`src/rtl/prqs_pkg.sv`:
```
// Shared types and constants for the priority ready-queue scheduler.
package prqs_pkg;

    localparam int QUEUE_DEPTH = 16;
    localparam int CNT_W       = $clog2(QUEUE_DEPTH + 1);
    localparam int ID_W        = 16;
    localparam int PRI_W       = 6;
    localparam int SLICE_W     = 8;
    localparam int TICK_W      = 32;
    localparam int ADDR_W      = 3;
    localparam int DATA_W      = 32;

    localparam logic [ID_W-1:0]    INITIAL_ID       = 16'd1;
    localparam logic [PRI_W-1:0]   INITIAL_PRIORITY = 6'd31;
    localparam logic [ID_W-1:0]    FIRST_FREE_ID    = 16'd3;
    localparam logic [SLICE_W-1:0] DEFAULT_SLICE    = 8'd4;

    localparam logic [2:0] KIND_TICK    = 3'd0;
    localparam logic [2:0] KIND_CREATE  = 3'd1;
    localparam logic [2:0] KIND_UNBLOCK = 3'd2;
    localparam logic [2:0] KIND_YIELD   = 3'd3;
    localparam logic [2:0] KIND_BLOCK   = 3'd4;
    localparam logic [2:0] KIND_SETPRI  = 3'd5;

    localparam logic REG_TIME_SLICE = 1'b0;

    typedef struct packed {
        logic [2:0]       kind;
        logic [ID_W-1:0]  thread_id;
        logic [PRI_W-1:0] priority_req;
    } item_t;

    typedef struct packed {
        logic [ID_W-1:0]   running_id;
        logic [PRI_W-1:0]  running_priority;
        logic              running_is_idle;
        logic              switched;
        logic [ID_W-1:0]   new_id;
        logic              status;
        logic [TICK_W-1:0] idle_total;
        logic [TICK_W-1:0] busy_ticks;
    } result_t;

    typedef enum logic [2:0] {
        OP_NONE,
        OP_LOAD,
        OP_TICK,
        OP_ENQ_REQ,
        OP_ENQ_CUR,
        OP_SETPRIO,
        OP_POP
    } op_t;

    typedef struct packed {
        op_t  op;
        logic set_err;
        logic emit;
    } cmd_t;

    typedef struct packed {
        logic [2:0] kind;
        logic       full;
        logic       idle;
        logic       preempt;
        logic       slice_expired;
    } stat_t;

endpackage

```
`src/rtl/prqs_regs.sv`:
```
// Configuration register file: time slice.
module prqs_regs (
    input  logic                         clk,
    input  logic                         rst_n,
    input  logic                         psel,
    input  logic                         penable,
    input  logic                         pwrite,
    input  logic [prqs_pkg::ADDR_W-1:0]  paddr,
    input  logic [prqs_pkg::DATA_W-1:0]  pwdata,
    output logic [prqs_pkg::DATA_W-1:0]  prdata,
    output logic                         pready,
    output logic [prqs_pkg::SLICE_W-1:0] slice_limit
);

    logic [prqs_pkg::SLICE_W-1:0] slice_limit_reg;
    logic                         sel_slice;

    assign sel_slice   = (paddr[2] == prqs_pkg::REG_TIME_SLICE);
    assign pready      = 1'b1;
    assign slice_limit = slice_limit_reg;
    assign prdata      = sel_slice ? prqs_pkg::DATA_W'(slice_limit_reg) : '0;

    always_ff @(posedge clk or negedge rst_n)
    begin
        if (!rst_n)
        begin
            slice_limit_reg <= prqs_pkg::DEFAULT_SLICE;
        end
        else if (psel && penable && pwrite && pready && sel_slice)
        begin
            slice_limit_reg <= pwdata[prqs_pkg::SLICE_W-1:0];
        end
    end

endmodule

```
`src/rtl/prqs_ctrl.sv`:
```
// Event sequencer: issues at most one queue or state operation per cycle.
module prqs_ctrl (
    input  logic            clk,
    input  logic            rst_n,
    input  logic            start,
    output logic            busy,
    input  prqs_pkg::stat_t stat,
    output prqs_pkg::cmd_t  cmd
);

    typedef enum logic [2:0] {
        S_IDLE,
        S_EXEC,
        S_CHK_SLICE,
        S_CHK_PRE,
        S_YIELD,
        S_POP,
        S_DONE
    } state_t;

    state_t state_reg;
    state_t state_next;

    assign busy = (state_reg != S_IDLE);

    always_comb
    begin
        state_next  = state_reg;
        cmd.op      = prqs_pkg::OP_NONE;
        cmd.set_err = 1'b0;
        cmd.emit    = 1'b0;
        case (state_reg)
            S_IDLE:
            begin
                if (start)
                begin
                    cmd.op     = prqs_pkg::OP_LOAD;
                    state_next = S_EXEC;
                end
            end
            S_EXEC:
            begin
                state_next = S_DONE;
                case (stat.kind)
                    prqs_pkg::KIND_TICK:
                    begin
                        cmd.op     = prqs_pkg::OP_TICK;
                        state_next = S_CHK_SLICE;
                    end
                    prqs_pkg::KIND_CREATE:
                    begin
                        if (stat.full)
                        begin
                            cmd.set_err = 1'b1;
                        end
                        else
                        begin
                            cmd.op     = prqs_pkg::OP_ENQ_REQ;
                            state_next = S_CHK_PRE;
                        end
                    end
                    prqs_pkg::KIND_UNBLOCK:
                    begin
                        if (stat.full)
                        begin
                            cmd.set_err = 1'b1;
                        end
                        else
                        begin
                            cmd.op = prqs_pkg::OP_ENQ_REQ;
                        end
                    end
                    prqs_pkg::KIND_YIELD:
                    begin
                        state_next = S_YIELD;
                    end
                    prqs_pkg::KIND_BLOCK:
                    begin
                        cmd.op = prqs_pkg::OP_POP;
                    end
                    prqs_pkg::KIND_SETPRI:
                    begin
                        cmd.op     = prqs_pkg::OP_SETPRIO;
                        state_next = S_CHK_PRE;
                    end
                    default:
                    begin
                        state_next = S_DONE;
                    end
                endcase
            end
            S_CHK_SLICE:
            begin
                state_next = stat.slice_expired ? S_YIELD : S_DONE;
            end
            S_CHK_PRE:
            begin
                state_next = stat.preempt ? S_YIELD : S_DONE;
            end
            S_YIELD:
            begin
                if (!stat.idle)
                begin
                    if (stat.full)
                    begin
                        cmd.set_err = 1'b1;
                    end
                    else
                    begin
                        cmd.op = prqs_pkg::OP_ENQ_CUR;
                    end
                end
                state_next = S_POP;
            end
            S_POP:
            begin
                cmd.op     = prqs_pkg::OP_POP;
                state_next = S_DONE;
            end
            S_DONE:
            begin
                cmd.emit   = 1'b1;
                state_next = S_IDLE;
            end
            default:
            begin
                state_next = S_IDLE;
            end
        endcase
    end

    always_ff @(posedge clk or negedge rst_n)
    begin
        if (!rst_n)
        begin
            state_reg <= S_IDLE;
        end
        else
        begin
            state_reg <= state_next;
        end
    end

endmodule

```
`src/rtl/prqs_dpath.sv`:
```
// Datapath: sorted ready queue, running thread, counters and result word.
module prqs_dpath (
    input  logic                         clk,
    input  logic                         rst_n,
    input  prqs_pkg::item_t              item,
    input  logic [prqs_pkg::SLICE_W-1:0] slice_limit,
    input  prqs_pkg::cmd_t               cmd,
    output prqs_pkg::stat_t              stat,
    output logic                         done,
    output prqs_pkg::result_t            result
);

    localparam int DEPTH = prqs_pkg::QUEUE_DEPTH;
    localparam int CW    = prqs_pkg::CNT_W;
    localparam int IW    = prqs_pkg::ID_W;
    localparam int PW    = prqs_pkg::PRI_W;
    localparam int TW    = prqs_pkg::TICK_W;
    localparam int SW    = prqs_pkg::SLICE_W;

    logic [IW-1:0] q_id_reg   [DEPTH];
    logic [IW-1:0] q_id_next  [DEPTH];
    logic [PW-1:0] q_pri_reg  [DEPTH];
    logic [PW-1:0] q_pri_next [DEPTH];
    logic [CW-1:0] count_reg;
    logic [CW-1:0] count_next;

    logic [IW-1:0] cur_id_reg;
    logic [IW-1:0] cur_id_next;
    logic [PW-1:0] cur_pri_reg;
    logic [PW-1:0] cur_pri_next;
    logic          cur_idle_reg;
    logic          cur_idle_next;
    logic [SW-1:0] slice_reg;
    logic [SW-1:0] slice_next;
    logic [IW-1:0] next_id_reg;
    logic [IW-1:0] next_id_next;
    logic [TW-1:0] idle_cnt_reg;
    logic [TW-1:0] idle_cnt_next;
    logic [TW-1:0] busy_cnt_reg;
    logic [TW-1:0] busy_cnt_next;

    prqs_pkg::item_t   item_reg;
    logic [IW-1:0]     was_id_reg;
    logic              was_idle_reg;
    logic              err_reg;
    logic [IW-1:0]     assigned_reg;
    logic              done_reg;
    prqs_pkg::result_t result_reg;
    prqs_pkg::result_t result_next;

    logic [IW-1:0]    ins_id;
    logic [PW-1:0]    ins_pri;
    logic [DEPTH-1:0] ge;
    logic             is_create;
    logic [PW-1:0]    cur_eff;

    assign is_create = (item_reg.kind == prqs_pkg::KIND_CREATE);
    assign cur_eff   = cur_idle_reg ? '0 : cur_pri_reg;

    assign stat.kind          = item_reg.kind;
    assign stat.full          = (count_reg == CW'(DEPTH));
    assign stat.idle          = cur_idle_reg;
    assign stat.preempt       = (count_reg != '0) && (cur_eff < q_pri_reg[0]);
    assign stat.slice_expired = (slice_reg >= slice_limit);

    assign done   = done_reg;
    assign result = result_reg;

    always_comb
    begin
        if (cmd.op == prqs_pkg::OP_ENQ_CUR)
        begin
            ins_id  = cur_id_reg;
            ins_pri = cur_pri_reg;
        end
        else
        begin
            ins_id  = is_create ? next_id_reg : item_reg.thread_id;
            ins_pri = item_reg.priority_req;
        end
    end

    always_comb
    begin
        for (int i = 0; i < DEPTH; i++)
        begin
            ge[i] = (CW'(i) < count_reg) && (q_pri_reg[i] >= ins_pri);
        end
    end

    always_comb
    begin
        q_id_next     = q_id_reg;
        q_pri_next    = q_pri_reg;
        count_next    = count_reg;
        cur_id_next   = cur_id_reg;
        cur_pri_next  = cur_pri_reg;
        cur_idle_next = cur_idle_reg;
        slice_next    = slice_reg;
        next_id_next  = next_id_reg;
        idle_cnt_next = idle_cnt_reg;
        busy_cnt_next = busy_cnt_reg;
        case (cmd.op)
            prqs_pkg::OP_TICK:
            begin
                if (cur_idle_reg)
                begin
                    idle_cnt_next = idle_cnt_reg + TW'(1);
                end
                else
                begin
                    busy_cnt_next = busy_cnt_reg + TW'(1);
                end
                slice_next = slice_reg + SW'(1);
            end
            prqs_pkg::OP_ENQ_REQ, prqs_pkg::OP_ENQ_CUR:
            begin
                // insert behind all entries of equal or higher priority
                if (!ge[0])
                begin
                    q_id_next[0]  = ins_id;
                    q_pri_next[0] = ins_pri;
                end
                for (int i = 1; i < DEPTH; i++)
                begin
                    if (!ge[i])
                    begin
                        q_id_next[i]  = ge[i-1] ? ins_id  : q_id_reg[i-1];
                        q_pri_next[i] = ge[i-1] ? ins_pri : q_pri_reg[i-1];
                    end
                end
                count_next = count_reg + CW'(1);
                if (cmd.op == prqs_pkg::OP_ENQ_REQ && is_create)
                begin
                    next_id_next = next_id_reg + IW'(1);
                end
            end
            prqs_pkg::OP_SETPRIO:
            begin
                if (!cur_idle_reg)
                begin
                    cur_pri_next = item_reg.priority_req;
                end
            end
            prqs_pkg::OP_POP:
            begin
                slice_next = '0;
                if (count_reg == '0)
                begin
                    cur_idle_next = 1'b1;
                    cur_id_next   = '0;
                    cur_pri_next  = '0;
                end
                else
                begin
                    cur_idle_next = 1'b0;
                    cur_id_next   = q_id_reg[0];
                    cur_pri_next  = q_pri_reg[0];
                    for (int i = 0; i < DEPTH - 1; i++)
                    begin
                        q_id_next[i]  = q_id_reg[i+1];
                        q_pri_next[i] = q_pri_reg[i+1];
                    end
                    count_next = count_reg - CW'(1);
                end
            end
            default:
            begin
            end
        endcase
    end

    always_comb
    begin
        result_next.running_id       = cur_idle_reg ? '0 : cur_id_reg;
        result_next.running_priority = cur_idle_reg ? '0 : cur_pri_reg;
        result_next.running_is_idle  = cur_idle_reg;
        result_next.switched         = (was_idle_reg != cur_idle_reg) ||
                                       (was_id_reg != cur_id_reg);
        result_next.new_id           = assigned_reg;
        result_next.status           = err_reg;
        result_next.idle_total       = idle_cnt_reg;
        result_next.busy_ticks       = busy_cnt_reg;
    end

    always_ff @(posedge clk or negedge rst_n)
    begin
        if (!rst_n)
        begin
            count_reg    <= '0;
            cur_id_reg   <= prqs_pkg::INITIAL_ID;
            cur_pri_reg  <= prqs_pkg::INITIAL_PRIORITY;
            cur_idle_reg <= 1'b0;
            slice_reg    <= '0;
            next_id_reg  <= prqs_pkg::FIRST_FREE_ID;
            idle_cnt_reg <= '0;
            busy_cnt_reg <= '0;
            done_reg     <= 1'b0;
        end
        else
        begin
            count_reg    <= count_next;
            cur_id_reg   <= cur_id_next;
            cur_pri_reg  <= cur_pri_next;
            cur_idle_reg <= cur_idle_next;
            slice_reg    <= slice_next;
            next_id_reg  <= next_id_next;
            idle_cnt_reg <= idle_cnt_next;
            busy_cnt_reg <= busy_cnt_next;
            done_reg     <= cmd.emit;
        end
    end

    always_ff @(posedge clk)
    begin
        q_id_reg  <= q_id_next;
        q_pri_reg <= q_pri_next;
        if (cmd.op == prqs_pkg::OP_LOAD)
        begin
            item_reg     <= item;
            was_id_reg   <= cur_id_reg;
            was_idle_reg <= cur_idle_reg;
            err_reg      <= 1'b0;
            assigned_reg <= '0;
        end
        else
        begin
            if (cmd.set_err)
            begin
                err_reg <= 1'b1;
            end
            if (cmd.op == prqs_pkg::OP_ENQ_REQ && is_create)
            begin
                assigned_reg <= next_id_reg;
            end
        end
        if (cmd.emit)
        begin
            result_reg <= result_next;
        end
    end

endmodule

```
`src/rtl/priority_ready_queue_scheduler.sv`:
```
// Top level of the priority ready-queue thread scheduler.
// One scheduling event is taken when start is high and busy is low; its word
// appears on result for exactly one cycle with done high, in the first cycle
// in which busy is low, and the receiver must take it then. An event holds the
// block from accept to the next possible accept. Block/exit and unblock do
// one queue operation, unused kinds none, a create on a full queue only
// flags an error; a tick, a create or a set-priority adds a slice or
// preemption check; yield and any check that fires requeue a running
// thread and pop the next. The sequencer does at most one queue operation
// (ordered insert or pop of the 16-entry shift queue) per cycle.
module priority_ready_queue_scheduler (
    input  logic                        clk,
    input  logic                        rst_n,
    input  logic                        start,
    output logic                        busy,
    input  prqs_pkg::item_t             item,
    output logic                        done,
    output prqs_pkg::result_t           result,
    input  logic                        psel,
    input  logic                        penable,
    input  logic                        pwrite,
    input  logic [prqs_pkg::ADDR_W-1:0] paddr,
    input  logic [prqs_pkg::DATA_W-1:0] pwdata,
    output logic [prqs_pkg::DATA_W-1:0] prdata,
    output logic                        pready
);

    prqs_pkg::cmd_t               cmd;
    prqs_pkg::stat_t              stat;
    logic [prqs_pkg::SLICE_W-1:0] slice_limit;

    prqs_regs u_regs (
        .clk         (clk),
        .rst_n       (rst_n),
        .psel        (psel),
        .penable     (penable),
        .pwrite      (pwrite),
        .paddr       (paddr),
        .pwdata      (pwdata),
        .prdata      (prdata),
        .pready      (pready),
        .slice_limit (slice_limit)
    );

    prqs_ctrl u_ctrl (
        .clk   (clk),
        .rst_n (rst_n),
        .start (start),
        .busy  (busy),
        .stat  (stat),
        .cmd   (cmd)
    );

    prqs_dpath u_dpath (
        .clk         (clk),
        .rst_n       (rst_n),
        .item        (item),
        .slice_limit (slice_limit),
        .cmd         (cmd),
        .stat        (stat),
        .done        (done),
        .result      (result)
    );

    a_done_when_free: assert property (@(posedge clk) disable iff (!rst_n)
        done |-> !busy)
        else $error("result word while busy");

    a_accept_busy: assert property (@(posedge clk) disable iff (!rst_n)
        (start && !busy) |=> busy)
        else $error("accepted word did not make block busy");

    a_single_strobe: assert property (@(posedge clk) disable iff (!rst_n)
        done |=> !done)
        else $error("result strobe longer than one cycle");

    a_idle_zero: assert property (@(posedge clk) disable iff (!rst_n)
        (done && result.running_is_idle) |->
            (result.running_id == '0 && result.running_priority == '0))
        else $error("idle result with nonzero id or priority");

endmodule
```
`config.mk`:
```
export PLATFORM = sky130hd
export DESIGN_NAME = priority_ready_queue_scheduler
export DESIGN_NICKNAME = d
export VERILOG_FILES = /design/src/rtl/prqs_pkg.sv /design/src/rtl/prqs_regs.sv /design/src/rtl/prqs_ctrl.sv /design/src/rtl/prqs_dpath.sv /design/src/rtl/priority_ready_queue_scheduler.sv
export SDC_FILE = /design/constraint.sdc
export NUM_CORES = 1
export LEC_CHECK = 0
export BUFFER_PORTS_ARGS = -buffer_cell sky130_fd_sc_hd__buf_2
export CAP_MARGIN = 25
export CORE_MARGIN = 1
export CORE_UTILIZATION = 30
export DETAILED_ROUTE_END_ITERATION = 10
export GPL_TIMING_DRIVEN = 0
export HOLD_SLACK_MARGIN = 0.15
export RECOVER_POWER = 25
export SLEW_MARGIN = 25
export SYNTH_ARGS = -nofsm -noshare
export SYNTH_HDL_FRONTEND = slang
export SYNTH_SLANG_ARGS = --single-unit
```
`constraint.sdc`:
```
create_clock -name clk -period 14.3 [get_ports clk]
set_clock_uncertainty 0.1 [all_clocks]
set_input_delay 3.575 -clock clk [delete_from_list [all_inputs] [get_ports clk]]
set_output_delay 3.575 -clock clk [all_outputs]
set_load 0.01 [all_outputs]
```
==> results.py <==
metrics = {
    "placement": {
        "preCtsSetupSlack_ns": 6.55,
        "gp_congestion": 0.900,
        "io_buffer_count": 153,
        "dpl.hpwl_um": 68800,
    },
    "critical_path": {
        "rrSetupSlack_ns": 7.14,
        "crit_type": "in2out",
        "start_kind": "input port",
        "crit_slowest_cell": "clkbuf_1",
        "required_ns": 10.62,
        "crit_start": "paddr[2]",
        "cp-endpoint": "prdata[0]",
        "worstPathArrival_ns": 4.06,
        "slowest_delay_ns": 0.26,
        "rr_startpoint": "u_dpath.count_reg[1]",
        "worst_setup_path_end_kind": "output port",
        "rr_endpoint": "u_dpath.q_id_reg[48]",
        "path_cells": "clkbuf_1 > nor2b_1 > buf_2",
        "cp_max_fo": 9,
        "r2r_cells": 19,
    },
    "yosys": {
        "synth_edf_count": 499,
        "yosysWarnings": 0,
        "synthArstFlopShare": 0.199,
        "syn-cell-area_mm2": 0.0321,
        "ys_ff_latch": 644,
        "netlist_instances": 2932,
        "avgSynthCellArea_um2": 10.9,
        "yosys.cell_types.count": 77,
        "seq_area_frac_synth": 0.578,
        "synth-main-ff-cell": "edfxtp_1",
    },
    "timing": {
        "setup_ws_ns": 6.56,
        "slew_viol_final": 80,
        "period_needed_ns": 7.74,
        "finalSetupViolCount": 0,
        "hold_violations": 0,
        "tns_ns": 0,
        "max-slew-margin-rel": -1.22,
        "fin_crit_sh": 0.541,
        "tightest_slew_ns": 3.33,
        "fmax_mhz": 129,
        "rsz0062_at_grt": "no",
    },
    "detailed_routing": {
        "vias_per_cell": 5.01,
        "first_pass_iters": 9,
        "wl_per_cell_um": 19.4,
        "drtIter0Drc": 1996,
        "drcViolationCount": 56,
        "drtAntennaViolNets": 0,
        "wirelength_um": 90100,
        "vias": 23300,
    },
    "clock_network": {
        "path_clk_slew_ns": 0.06,
        "cts_root_buffer": "clkbuf_16",
        "cts_buffer_depth": 3,
        "htree_num_levels": 3,
        "cts_sinks": 644,
        "cts_setup_buffers": 0,
        "cts_buffers": 73,
        "cts_hold_buf": 0,
        "clock_latency_ns": 0.62,
        "ctsResizeCount": 0,
        "cts_tree": "yes",
    },
    "final_layout": {
        "synthToLayoutAreaGrowth_pct": 16.7,
        "largest_register_ffs": 256,
        "nNetsFinal": 3366,
        "post-route-util": 0.354,
        "final_layout_size_suffix_gt1_frac": 0.142,
    },
    "run": {
        "drv_cap": 2,
    },
    "die": {
        "die_y_um": 329,
        "boundaryPins": 206,
        "dieWidth_um": 329,
        "floorplan.initialDensity": 0.303,
        "coreArea_mm2": 0.106,
        "core.rowCount": 119,
        "die_area_mm2": 0.108,
    },
    "status": {
        "status": "complete, but fails checks",
        "violations": "design-rule violations, max-capacitance violations, max-slew violations",
    },
    "grt": {
        "grt_util_all_layers": 0.163,
        "grt.overflow.total": 0,
        "antenna_found_initial": 1,
        "grt_pass1_vias": 22900,
        "grt_max_degree": 71,
        "grt_pass1_wl_um": 137000,
    },
    "min_path": {
        "worstHoldPathType": "reg2reg",
    },
}
[layout by cell type, fill, tap and decap left out, types with 40 or more instances in the layout]
master	n
buf_2	208
mux2i_1	177
buf_4	42
nor3_1	43
o21ai_0	107
clkbuf_1	125
nand3_1	182
clkbuf_16	75
nand2_1	322
o21ai_1	44
mux2_2	40
edfxtp_1	499
nor2_1	281
dfrtp_1	119
xnor2_1	66
ha_1	100
a21oi_1	380
[critical path, delay by kind of cell]
| family | cells | cell delay (ns) |
|---|---|---|
| buffers and inverters | 2 | 0.40 |
| AND/OR/NAND/NOR | 1 | 0.08 |
[cells by family (layout without fill, tap and decap cells)]
group                    Yosys count  in the layout  share of synthesized area
multiplexers                     217            217                     0.0693
adder cells (fa/ha/maj)          100            100                     0.0390
XOR/XNOR                          98             98                     0.0268
flip-flops                       644            644                      0.578
AND/OR/NAND/NOR                  981            981                      0.139
other                              2             28                   0.000234
AO/OA/AOI/OAI                    638            638                      0.111
buffers and inverters            252            556                     0.0371
[layer usage]
layer,wire length [um],vias up,global-route usage,part of all wire
met4,1860,0,0.0419,0.021
met3,6220,140,0.0269,0.069
met2,43200,808,0.277,0.48
met5,0,-,0,0
li1,-,11100,-,-
met1,38800,11200,0.216,0.43
[stage by stage]
step / cell area [um^2] / instances / hold WS (ns)
6_report: 37400 / 4653 / 0.326
5_1_grt: 37400 / 4650 / 0.330
4_1_cts: 37600 / 4650 / 0.328
3_5_place_dp: 35200 / 4516 / 0.314
3_3_place_gp: 34700 / 4499 / 0.314
2_1_floorplan: 32200 / 2955 / 0.308
[how the worst min path moves through the flow]
stage                                       start            endpoint  slack, ns  cells after the start
after floorplan           u_dpath.assigned_reg[0]  u_dpath.result[65]       0.31                      0
after global placement    u_dpath.assigned_reg[0]  u_dpath.result[65]       0.31                      0
after detailed placement  u_dpath.assigned_reg[0]  u_dpath.result[65]       0.31                      0
after CTS                 u_dpath.assigned_reg[0]  u_dpath.result[65]       0.33                      0
after global routing      u_dpath.assigned_reg[0]  u_dpath.result[65]       0.33                      0
final                     u_dpath.assigned_reg[8]  u_dpath.result[73]       0.33                      0
[cells in the mapped netlist, types with 26 or more instances]
cell / count / area [um^2]
edfxtp_1: 499 / 15000
a21oi_1: 391 / 1960
nand2_1: 322 / 1210
nor2_1: 284 / 1070
nand3_1: 182 / 911
mux2i_1: 177 / 1770
dfrtp_1: 119 / 2980
o21ai_0: 106 / 531
ha_1: 100 / 1250
clkbuf_1: 95 / 357
xnor2_1: 66 / 578
buf_2: 63 / 315
o21ai_1: 44 / 220
nor3_1: 43 / 215
buf_4: 42 / 315
mux2_2: 40 / 450
inv_1: 39 / 146
xor2_1: 32 / 280
nand4_1: 27 / 169
and3_1: 26 / 163
nor2b_1: 26 / 163
[cell type report]
class | count | area, um^2
fill | 10600 | 68300
sequential | 644 | 18500
multi-input combinational | 2059 | 12600
clock buffer | 96 | 2020
tap | 1391 | 1740
timing repair buffer | 170 | 1060
buffer | 213 | 1040
clock inverter | 38 | 308
inverter | 39 | 146
antenna | 3 | 7.51
Power is not shown: default switching activity piles up to over one toggle a cycle in this logic, so the estimate is an artifact.
